--- src/rtl/hjc_pkg.sv ---
// ----------------------------------------------------------------------------
// hjc_pkg - hangul jamo composer shared definitions
// Code point constants, lookup tables and types used by the composer.
// ----------------------------------------------------------------------------
`default_nettype none

package hjc_pkg;

  localparam int unsigned CpW        = 21;
  localparam int unsigned IdxW       = 5;
  localparam int unsigned MaxResults = 4;
  localparam int unsigned CntW       = $clog2(MaxResults + 1);
  localparam int unsigned SlotW      = $clog2(MaxResults);

  localparam logic [CpW-1:0] CpLeadFirst     = 21'h01100;
  localparam logic [CpW-1:0] CpLeadLast      = 21'h01112;
  localparam logic [CpW-1:0] CpVowelFirst    = 21'h01161;
  localparam logic [CpW-1:0] CpVowelLast     = 21'h01175;
  localparam logic [CpW-1:0] CpTrailBase     = 21'h011A7;
  localparam logic [CpW-1:0] CpTrailFirst    = 21'h011A8;
  localparam logic [CpW-1:0] CpTrailLast     = 21'h011C2;
  localparam logic [CpW-1:0] CpCompatVowel   = 21'h0314F;
  localparam logic [CpW-1:0] CpSyllableBase  = 21'h0AC00;
  localparam logic [CpW-1:0] CpCaret         = 21'h0005E;
  localparam logic [CpW-1:0] CpNoCaretA      = 21'h03143;
  localparam logic [CpW-1:0] CpNoCaretB      = 21'h03149;
  localparam logic [CpW-1:0] CpNoCaretC      = 21'h03138;
  localparam logic [CpW-1:0] LeadStride      = 21'd588;
  localparam logic [CpW-1:0] VowelStride     = 21'd28;

  typedef enum logic [1:0] {
    PH_IDLE = 2'd0,
    PH_LEAD = 2'd1,
    PH_SYL  = 2'd2
  } phase_e;

  // results of one input item, slot 0 goes out first
  typedef struct packed {
    logic [MaxResults-1:0][CpW-1:0] pts;
    logic [CntW-1:0]                cnt;
  } res_t;

  typedef struct packed {
    logic pending;
  } core_status_t;

  typedef struct packed {
    logic [CntW-1:0] cnt;
    logic [CntW-1:0] idx;
  } buf_status_t;

  function automatic logic [CpW-1:0] lead_compat(input logic [IdxW-1:0] idx);
    logic [CpW-1:0] v;
    case (idx)
      5'd0:    v = 21'h03131;
      5'd1:    v = 21'h03132;
      5'd2:    v = 21'h03134;
      5'd3:    v = 21'h03137;
      5'd4:    v = 21'h03138;
      5'd5:    v = 21'h03139;
      5'd6:    v = 21'h03141;
      5'd7:    v = 21'h03142;
      5'd8:    v = 21'h03143;
      5'd9:    v = 21'h03145;
      5'd10:   v = 21'h03146;
      5'd11:   v = 21'h03147;
      5'd12:   v = 21'h03148;
      5'd13:   v = 21'h03149;
      5'd14:   v = 21'h0314A;
      5'd15:   v = 21'h0314B;
      5'd16:   v = 21'h0314C;
      5'd17:   v = 21'h0314D;
      5'd18:   v = 21'h0314E;
      default: v = '0;
    endcase
    return v;
  endfunction

  function automatic logic [CpW-1:0] trail_compat(input logic [IdxW-1:0] idx);
    logic [CpW-1:0] v;
    case (idx)
      5'd1:    v = 21'h03131;
      5'd2:    v = 21'h03132;
      5'd3:    v = 21'h03133;
      5'd4:    v = 21'h03134;
      5'd5:    v = 21'h03135;
      5'd6:    v = 21'h03136;
      5'd7:    v = 21'h03137;
      5'd8:    v = 21'h03139;
      5'd9:    v = 21'h0313A;
      5'd10:   v = 21'h0313B;
      5'd11:   v = 21'h0313C;
      5'd12:   v = 21'h0313D;
      5'd13:   v = 21'h0313E;
      5'd14:   v = 21'h0313F;
      5'd15:   v = 21'h03140;
      5'd16:   v = 21'h03141;
      5'd17:   v = 21'h03142;
      5'd18:   v = 21'h03144;
      5'd19:   v = 21'h03145;
      5'd20:   v = 21'h03146;
      5'd21:   v = 21'h03147;
      5'd22:   v = 21'h03148;
      5'd23:   v = 21'h0314A;
      5'd24:   v = 21'h0314B;
      5'd25:   v = 21'h0314C;
      5'd26:   v = 21'h0314D;
      5'd27:   v = 21'h0314E;
      default: v = '0;
    endcase
    return v;
  endfunction

  function automatic logic [CpW-1:0] syllable(input logic [IdxW-1:0] lead,
                                              input logic [IdxW-1:0] vowel,
                                              input logic [IdxW-1:0] trail);
    return CpSyllableBase + CpW'(lead) * LeadStride + CpW'(vowel) * VowelStride
           + CpW'(trail);
  endfunction

  function automatic logic needs_caret(input logic [CpW-1:0] compat);
    return (compat != CpNoCaretA) && (compat != CpNoCaretB) && (compat != CpNoCaretC);
  endfunction

endpackage

`default_nettype wire

--- src/rtl/hjc_core.sv ---
// ----------------------------------------------------------------------------
// hjc_core - composition state and result generation
// Holds the pending lead/vowel and turns one code point into up to four
// results combinationally.
// ----------------------------------------------------------------------------
`default_nettype none

module hjc_core
  import hjc_pkg::*;
(
  input  wire logic           clk_i,
  input  wire logic           rst_ni,
  input  wire logic           accept_i,
  input  wire logic [CpW-1:0] code_point_i,
  input  wire logic           end_of_text_i,
  output res_t                res_o,
  output core_status_t        status_o
);

  phase_e          phase_q, phase_d, mid_phase;
  logic [IdxW-1:0] lead_q, lead_d, vowel_q, vowel_d;

  logic            is_lead, is_vowel, is_trail;
  logic [IdxW-1:0] lead_idx, vowel_idx, trail_idx;

  assign is_lead   = (code_point_i >= CpLeadFirst)  && (code_point_i <= CpLeadLast);
  assign is_vowel  = (code_point_i >= CpVowelFirst) && (code_point_i <= CpVowelLast);
  assign is_trail  = (code_point_i >= CpTrailFirst) && (code_point_i <= CpTrailLast);
  assign lead_idx  = IdxW'(code_point_i - CpLeadFirst);
  assign vowel_idx = IdxW'(code_point_i - CpVowelFirst);
  assign trail_idx = IdxW'(code_point_i - CpTrailBase);

  // next state: mid_phase is the phase before the end-of-text flush
  always_comb begin
    mid_phase = PH_IDLE;
    lead_d    = lead_q;
    vowel_d   = vowel_q;
    unique case (phase_q)
      PH_LEAD: begin
        if (is_vowel) begin
          vowel_d   = vowel_idx;
          mid_phase = PH_SYL;
        end else if (is_lead) begin
          lead_d    = lead_idx;
          mid_phase = PH_LEAD;
        end
      end
      PH_SYL: begin
        if (!is_trail && is_lead) begin
          lead_d    = lead_idx;
          mid_phase = PH_LEAD;
        end
      end
      default: begin
        if (is_lead) begin
          lead_d    = lead_idx;
          mid_phase = PH_LEAD;
        end
      end
    endcase
    phase_d = end_of_text_i ? PH_IDLE : mid_phase;
  end

  // results
  always_comb begin
    logic [CntW-1:0] n;
    logic            do_fresh;
    logic [CpW-1:0]  held_compat;
    logic [CpW-1:0]  new_compat;
    n           = '0;
    do_fresh    = 1'b0;
    res_o.pts   = '0;
    held_compat = lead_compat(lead_q);
    new_compat  = lead_compat(lead_d);
    unique case (phase_q)
      PH_LEAD: begin
        if (!is_vowel) begin
          if (needs_caret(held_compat)) begin
            res_o.pts[n[SlotW-1:0]] = CpCaret;
            n = n + 1'b1;
          end
          res_o.pts[n[SlotW-1:0]] = held_compat;
          n = n + 1'b1;
          do_fresh = 1'b1;
        end
      end
      PH_SYL: begin
        res_o.pts[n[SlotW-1:0]] = syllable(lead_q, vowel_q, is_trail ? trail_idx : '0);
        n = n + 1'b1;
        do_fresh = !is_trail;
      end
      default: do_fresh = 1'b1;
    endcase
    if (do_fresh && !is_lead) begin
      if (is_vowel) begin
        res_o.pts[n[SlotW-1:0]] = CpW'(vowel_idx) + CpCompatVowel;
      end else if (is_trail) begin
        res_o.pts[n[SlotW-1:0]] = trail_compat(trail_idx);
      end else begin
        res_o.pts[n[SlotW-1:0]] = code_point_i;
      end
      n = n + 1'b1;
    end
    if (end_of_text_i) begin
      if (mid_phase == PH_LEAD) begin
        if (needs_caret(new_compat)) begin
          res_o.pts[n[SlotW-1:0]] = CpCaret;
          n = n + 1'b1;
        end
        res_o.pts[n[SlotW-1:0]] = new_compat;
        n = n + 1'b1;
      end else if (mid_phase == PH_SYL) begin
        res_o.pts[n[SlotW-1:0]] = syllable(lead_d, vowel_d, '0);
        n = n + 1'b1;
      end
    end
    res_o.cnt = n;
  end

  always_ff @(posedge clk_i or negedge rst_ni) begin
    if (!rst_ni) begin
      phase_q <= PH_IDLE;
      lead_q  <= '0;
      vowel_q <= '0;
    end else if (accept_i) begin
      phase_q <= phase_d;
      lead_q  <= lead_d;
      vowel_q <= vowel_d;
    end
  end

  assign status_o.pending = (phase_q == PH_LEAD) || (phase_q == PH_SYL);

endmodule

`default_nettype wire

--- src/rtl/hjc_obuf.sv ---
// ----------------------------------------------------------------------------
// hjc_obuf - result register and drain
// Holds the results of one item and hands them out one per transfer.
// ----------------------------------------------------------------------------
`default_nettype none

module hjc_obuf
  import hjc_pkg::*;
(
  input  wire logic           clk_i,
  input  wire logic           rst_ni,
  input  wire logic           load_i,
  input  wire res_t           res_i,
  output logic                space_o,
  output logic                valid_o,
  input  wire logic           ready_i,
  output logic [CpW-1:0]      point_o,
  output logic                last_o,
  output buf_status_t         status_o
);

  logic [MaxResults-1:0][CpW-1:0] pts_q;
  logic [CntW-1:0]                cnt_q, idx_q;
  logic                           pop;

  assign valid_o = idx_q < cnt_q;
  assign last_o  = idx_q == (cnt_q - 1'b1);
  assign point_o = pts_q[idx_q[SlotW-1:0]];
  assign pop     = valid_o && ready_i;
  // a new item may land as the last result of the current one leaves
  assign space_o = !valid_o || (pop && last_o);

  always_ff @(posedge clk_i or negedge rst_ni) begin
    if (!rst_ni) begin
      cnt_q <= '0;
      idx_q <= '0;
    end else if (load_i) begin
      cnt_q <= res_i.cnt;
      idx_q <= '0;
    end else if (pop) begin
      idx_q <= idx_q + 1'b1;
    end
  end

  always_ff @(posedge clk_i) begin
    if (load_i) begin
      pts_q <= res_i.pts;
    end
  end

  assign status_o.cnt = cnt_q;
  assign status_o.idx = idx_q;

endmodule

`default_nettype wire

--- src/rtl/hangul_jamo_composer.sv ---
// ----------------------------------------------------------------------------
// hangul_jamo_composer - conjoining jamo to precomposed syllable composer
// Composes lead/vowel/trail jamo into syllables, maps lone jamo to their
// compatibility forms and passes other code points through.
//
//   channel  dir  tdata                    tlast        tuser
//   s_axis   in   [20:0] code_point        end_of_text  -
//   m_axis   out  [20:0] out_point         run_last     -
//
// an item is composed in the cycle it is accepted and its zero to four
// results sit in the result register, one leaving per transfer
// an item with at most one result keeps one item per cycle while m_axis is ready;
// an item with more results holds the input while the register drains
// the next item is taken in the same cycle the last result leaves
// reset clears the pending jamo and empties the result register
// ----------------------------------------------------------------------------
`default_nettype none

module hangul_jamo_composer
  import hjc_pkg::*;
(
  input  wire logic        clk_i,
  input  wire logic        rst_ni,
  input  wire logic        s_axis_tvalid_i,
  output logic             s_axis_tready_o,
  input  wire logic [23:0] s_axis_tdata_i,   // [20:0] code_point, [23:21] zero
  input  wire logic        s_axis_tlast_i,
  output logic             m_axis_tvalid_o,
  input  wire logic        m_axis_tready_i,
  output logic [23:0]      m_axis_tdata_o,   // [20:0] out_point, [23:21] zero
  output logic             m_axis_tlast_o
);

  logic           accept;
  logic           space;
  res_t           res;
  core_status_t   core_status;
  buf_status_t    buf_status;
  logic [CpW-1:0] out_point;

  assign s_axis_tready_o = space;
  assign accept          = s_axis_tvalid_i && space;

  hjc_core u_core (
    .clk_i         (clk_i),
    .rst_ni        (rst_ni),
    .accept_i      (accept),
    .code_point_i  (s_axis_tdata_i[CpW-1:0]),
    .end_of_text_i (s_axis_tlast_i),
    .res_o         (res),
    .status_o      (core_status)
  );

  hjc_obuf u_obuf (
    .clk_i    (clk_i),
    .rst_ni   (rst_ni),
    .load_i   (accept),
    .res_i    (res),
    .space_o  (space),
    .valid_o  (m_axis_tvalid_o),
    .ready_i  (m_axis_tready_i),
    .point_o  (out_point),
    .last_o   (m_axis_tlast_o),
    .status_o (buf_status)
  );

  assign m_axis_tdata_o = {3'b000, out_point};

  // while results are queued, a new item only lands as the last one leaves
  assert property (@(posedge clk_i) disable iff (!rst_ni)
    (accept && m_axis_tvalid_o) |-> (m_axis_tready_i && m_axis_tlast_o))
    else $error("input taken while results still queued");

  // results of one item come out back to back until tlast
  assert property (@(posedge clk_i) disable iff (!rst_ni)
    (m_axis_tvalid_o && m_axis_tready_i && !m_axis_tlast_o) |=> m_axis_tvalid_o)
    else $error("result run cut short");

  // end of text leaves nothing pending
  assert property (@(posedge clk_i) disable iff (!rst_ni)
    (accept && s_axis_tlast_i) |=> !core_status.pending)
    else $error("jamo pending after end of text");

  // the drain index never passes the result count, nor the count MaxResults
  assert property (@(posedge clk_i) disable iff (!rst_ni)
    (buf_status.idx <= buf_status.cnt) && (buf_status.cnt <= CntW'(MaxResults)))
    else $error("result register count out of range");

endmodule

`default_nettype wire
--- config.mk ---
export PLATFORM = sky130hd
export DESIGN_NAME = hangul_jamo_composer
export DESIGN_NICKNAME = d
export VERILOG_FILES = /design/src/rtl/hjc_pkg.sv /design/src/rtl/hjc_core.sv /design/src/rtl/hjc_obuf.sv /design/src/rtl/hangul_jamo_composer.sv
export SDC_FILE = /design/constraint.sdc
export NUM_CORES = 1
export LEC_CHECK = 0
export BUFFER_PORTS_ARGS = -buffer_cell sky130_fd_sc_hd__buf_2
export CAP_MARGIN = 20
export CORE_MARGIN = 5
export CORE_UTILIZATION = 50
export DETAILED_ROUTE_END_ITERATION = 12
export PLACE_DENSITY = 0.67
export SYNTH_ARGS = -nofsm -noshare
export SYNTH_HDL_FRONTEND = slang
export SYNTH_SLANG_ARGS = --single-unit
--- constraint.sdc ---
create_clock -name clk_i -period 8.89 [get_ports clk_i]
set_clock_uncertainty 0.1 [all_clocks]
set_input_delay 0.889 -clock clk_i [delete_from_list [all_inputs] [get_ports clk_i]]
set_output_delay 0.889 -clock clk_i [all_outputs]
set_load 0.02 [all_outputs]
==> flow_summary.json <==
{
  "path_max_fanout": 14,
  "vias_per_cell": 6.32,
  "antenna_found_initial": 1,
  "clk_path_buf_depth": 2,
  "fin_ws_ps": 1070,
  "globalRouteOverflowTotal": 0,
  "final_cells": 1502,
  "worstPathArrival_ps": 7800,
  "htree_num_levels": 3,
  "layout_min_cycle_time_ps": 7820,
  "start_util_pct": 51.2,
  "synth_area_um2": 10800,
  "synth_edf_count": 84,
  "nets": 1395,
  "num_io_pins": 56,
  "fp.dieH_um": 157,
  "critPathLaunch": "s_axis_tdata_i[1]",
  "async_flop_share_pct": 17.6,
  "maxCapViolations": 0,
  "synthCells": 1207,
  "drtPass1Iterations": 8,
  "slew_headroom_pct": 30.7,
  "fmax_mhz": 128,
  "yosysMostFrequentCell": "ha_1",
  "area_growth_pct": 6.92,
  "pre_cts_ws_ps": 810,
  "yosys-top-cells-area": "edfxtp_1 23%, ha_1 15%, a21oi_1 4.8%",
  "drt-total-wl_mm": 32.4,
  "cts_buffers": 9,
  "clk_pin_slew_ps": 80,
  "dp_cells": 1486,
  "hold_buffers": 0,
  "n_antenna_cell": 0,
  "grt_setup_unrepaired": "false",
  "leakagePower_nw": 4.92,
  "drcViolationCount": 0,
  "vias": 9494,
  "grt_pass1_wl_mm": 51.2,
  "ys_warn_count": 0,
  "finish.utilization_pct": 54.7,
  "post-cts-setup-buffers": 0,
  "die_w_um": 157,
  "ctsResizeCount": 0,
  "synthTopCellsByCount": "129 x ha_1, 120 x nand2_1, 104 x a21oi_1, 103 x o21ai_0, 84 x edfxtp_1",
  "drv_slew": 0,
  "fin_tns_setup_ps": 0,
  "clock-sinks": 102,
  "hp-class": "in -> async",
  "syn_area_per_cell_um2": 8.97,
  "drtAntennaViolNets": 0,
  "final-setup-viol-count": 0,
  "tightest_slew_ps": 1040,
  "critPathCaptureType": "flip-flop",
  "layout-drive-gt1-share_pct": 11.8,
  "dp.final_hpwl_mm": 25.3,
  "synthFlopType": "edfxtp_1",
  "cellPowerDensity_nw_per_um2": 238,
  "grt_pass1_vias": 9038,
  "status": "complete, no violations",
  "ys_seq_area_share_pct": 27.5,
  "first_iter_violations": 1081,
  "clk_latency_ps": 360,
  "place.gp.congestion": 0.997,
  "finalHoldViolations": 0,
  "cts-root-buf": "clkbuf_16",
  "startpoint_type": "input port",
  "place.port_buffers": 49,
  "r2r-start": "u_core.lead_q[0]",
  "crit_type": "in -> reg",
  "synth_area_leader_cell": "edfxtp_1",
  "yosysUniqueCellTypes": 90,
  "peakVddDrop_uv": 164,
  "cts_tree": "yes",
  "die-area_um2": 24700,
  "grt_max_degree": 83,
  "coreArea_um2": 21200,
  "std_cell_rows": 53,
  "synth_top_area_share_pct": 23.3,
  "synth_seq_cells": 102,
  "period_share_pct": 87.9,
  "wire_per_inst_um": 21.6,
  "grt_usage_pct": 26.6,
  "worstPathRequired_ps": 8870
}
## final timing paths
| check | endpoint | slack, ps | cells after the start |
|---|---|---|---|
| min | u_core.lead_q[0] | 380 | 1 |
| max in group asynchronous | u_core.phase_q[0] | 7980 | 1 |
| min in group clk_i | u_obuf.cnt_q[2] | 400 | 2 |
| max | u_obuf.pts_q[58] | 1070 | 28 |
| max reg2reg | u_obuf.pts_q[72] | 2320 | 19 |
| min reg2reg | u_obuf.cnt_q[2] | 400 | 2 |
## per-stage QoR
| stage | instance area [um^2] | hold WS [ps] | total power, mW |
|---|---|---|---|
| after CTS | 11600 | 386 | 2.77 |
| final | 11600 | 385 | 2.76 |
| after floorplan | 10800 | 350 | 1.94 |
| after global routing | 11600 | 410 | 2.96 |
| after global placement | 11300 | 364 | 2.33 |
| after detailed placement | 11300 | 380 | 2.36 |
## flip-flops by register name, indices dropped and copies added, names as in the netlist
register / cells
u_core.lead_q: 5
u_obuf.pts_q: 84
u_obuf.cnt_q: 3
u_core.vowel_q: 5
u_obuf.idx_q: 3
u_core.phase_q: 2
## cells by family after synthesis
kind of cell    count (synthesis)  synth area share, %
compound gates                381                 23.2
buf+inv                       136                 5.01
mux                            37                 5.89
simple gates                  342                 15.4
other cells                     1               0.0346
xor+xnor                       62                 5.14
flops                         102                 27.5
fa+ha+maj                     146                 17.9
## report_power, final
part | total (mW) | switching, mW | internal [mW]
clock network | 0.404 | 0.201 | 0.203
logic | 1.53 | 0.977 | 0.557
registers | 0.820 | 0.0765 | 0.744
total | 2.76 | 1.25 | 1.50
## per-layer routing
layer  share of wire (%)  track usage, %
met5               0.022               0
met3                 7.9            4.70
met1                  42            35.9
met2                  46            42.5
met4                 4.2            10.9
## area by class of cell
cell class,instances,area (um^2)
Clock buffer,9,225
Clock inverter,7,86.3
Fill cell,1961,9580
Inverter,76,287
Multi-Input combinational cell,971,7320
Sequential cell,102,2970
Tap cell,275,344
Timing Repair Buffer,62,343
## critical path: stages
cell	delay [ps]
buf_2	210
inv_1	230
ha_1	260
a211o_1	310
a221oi_1	290
o2111ai_2	490
a211oi_4	660
a21oi_2	180
nor2_4	240
inv_2	120
ha_1	290
ha_1	280
ha_1	280
ha_1	330
a31oi_1	280
o21bai_1	90
a21oi_1	220
o21bai_1	100
a21oi_1	240
xnor2_1	170
inv_1	110
ha_1	200
a21bo_2	240
nor2_1	80
a21oi_1	150
nand2_1	60
a32oi_1	580
o21ai_0	200
## cell usage in the layout, fill, tap and decap left out, types with 19 or more instances in the layout
master / count
ha_1: 129
nand2_1: 120
a21oi_1: 104
o21ai_0: 103
edfxtp_1: 84
nor2_1: 79
inv_1: 72
buf_2: 49
xnor2_1: 48
nand3_1: 22
and2_1: 22
mux4_2: 21
nor3_1: 19
o22ai_1: 19
(Power assumes the default switching activity.)
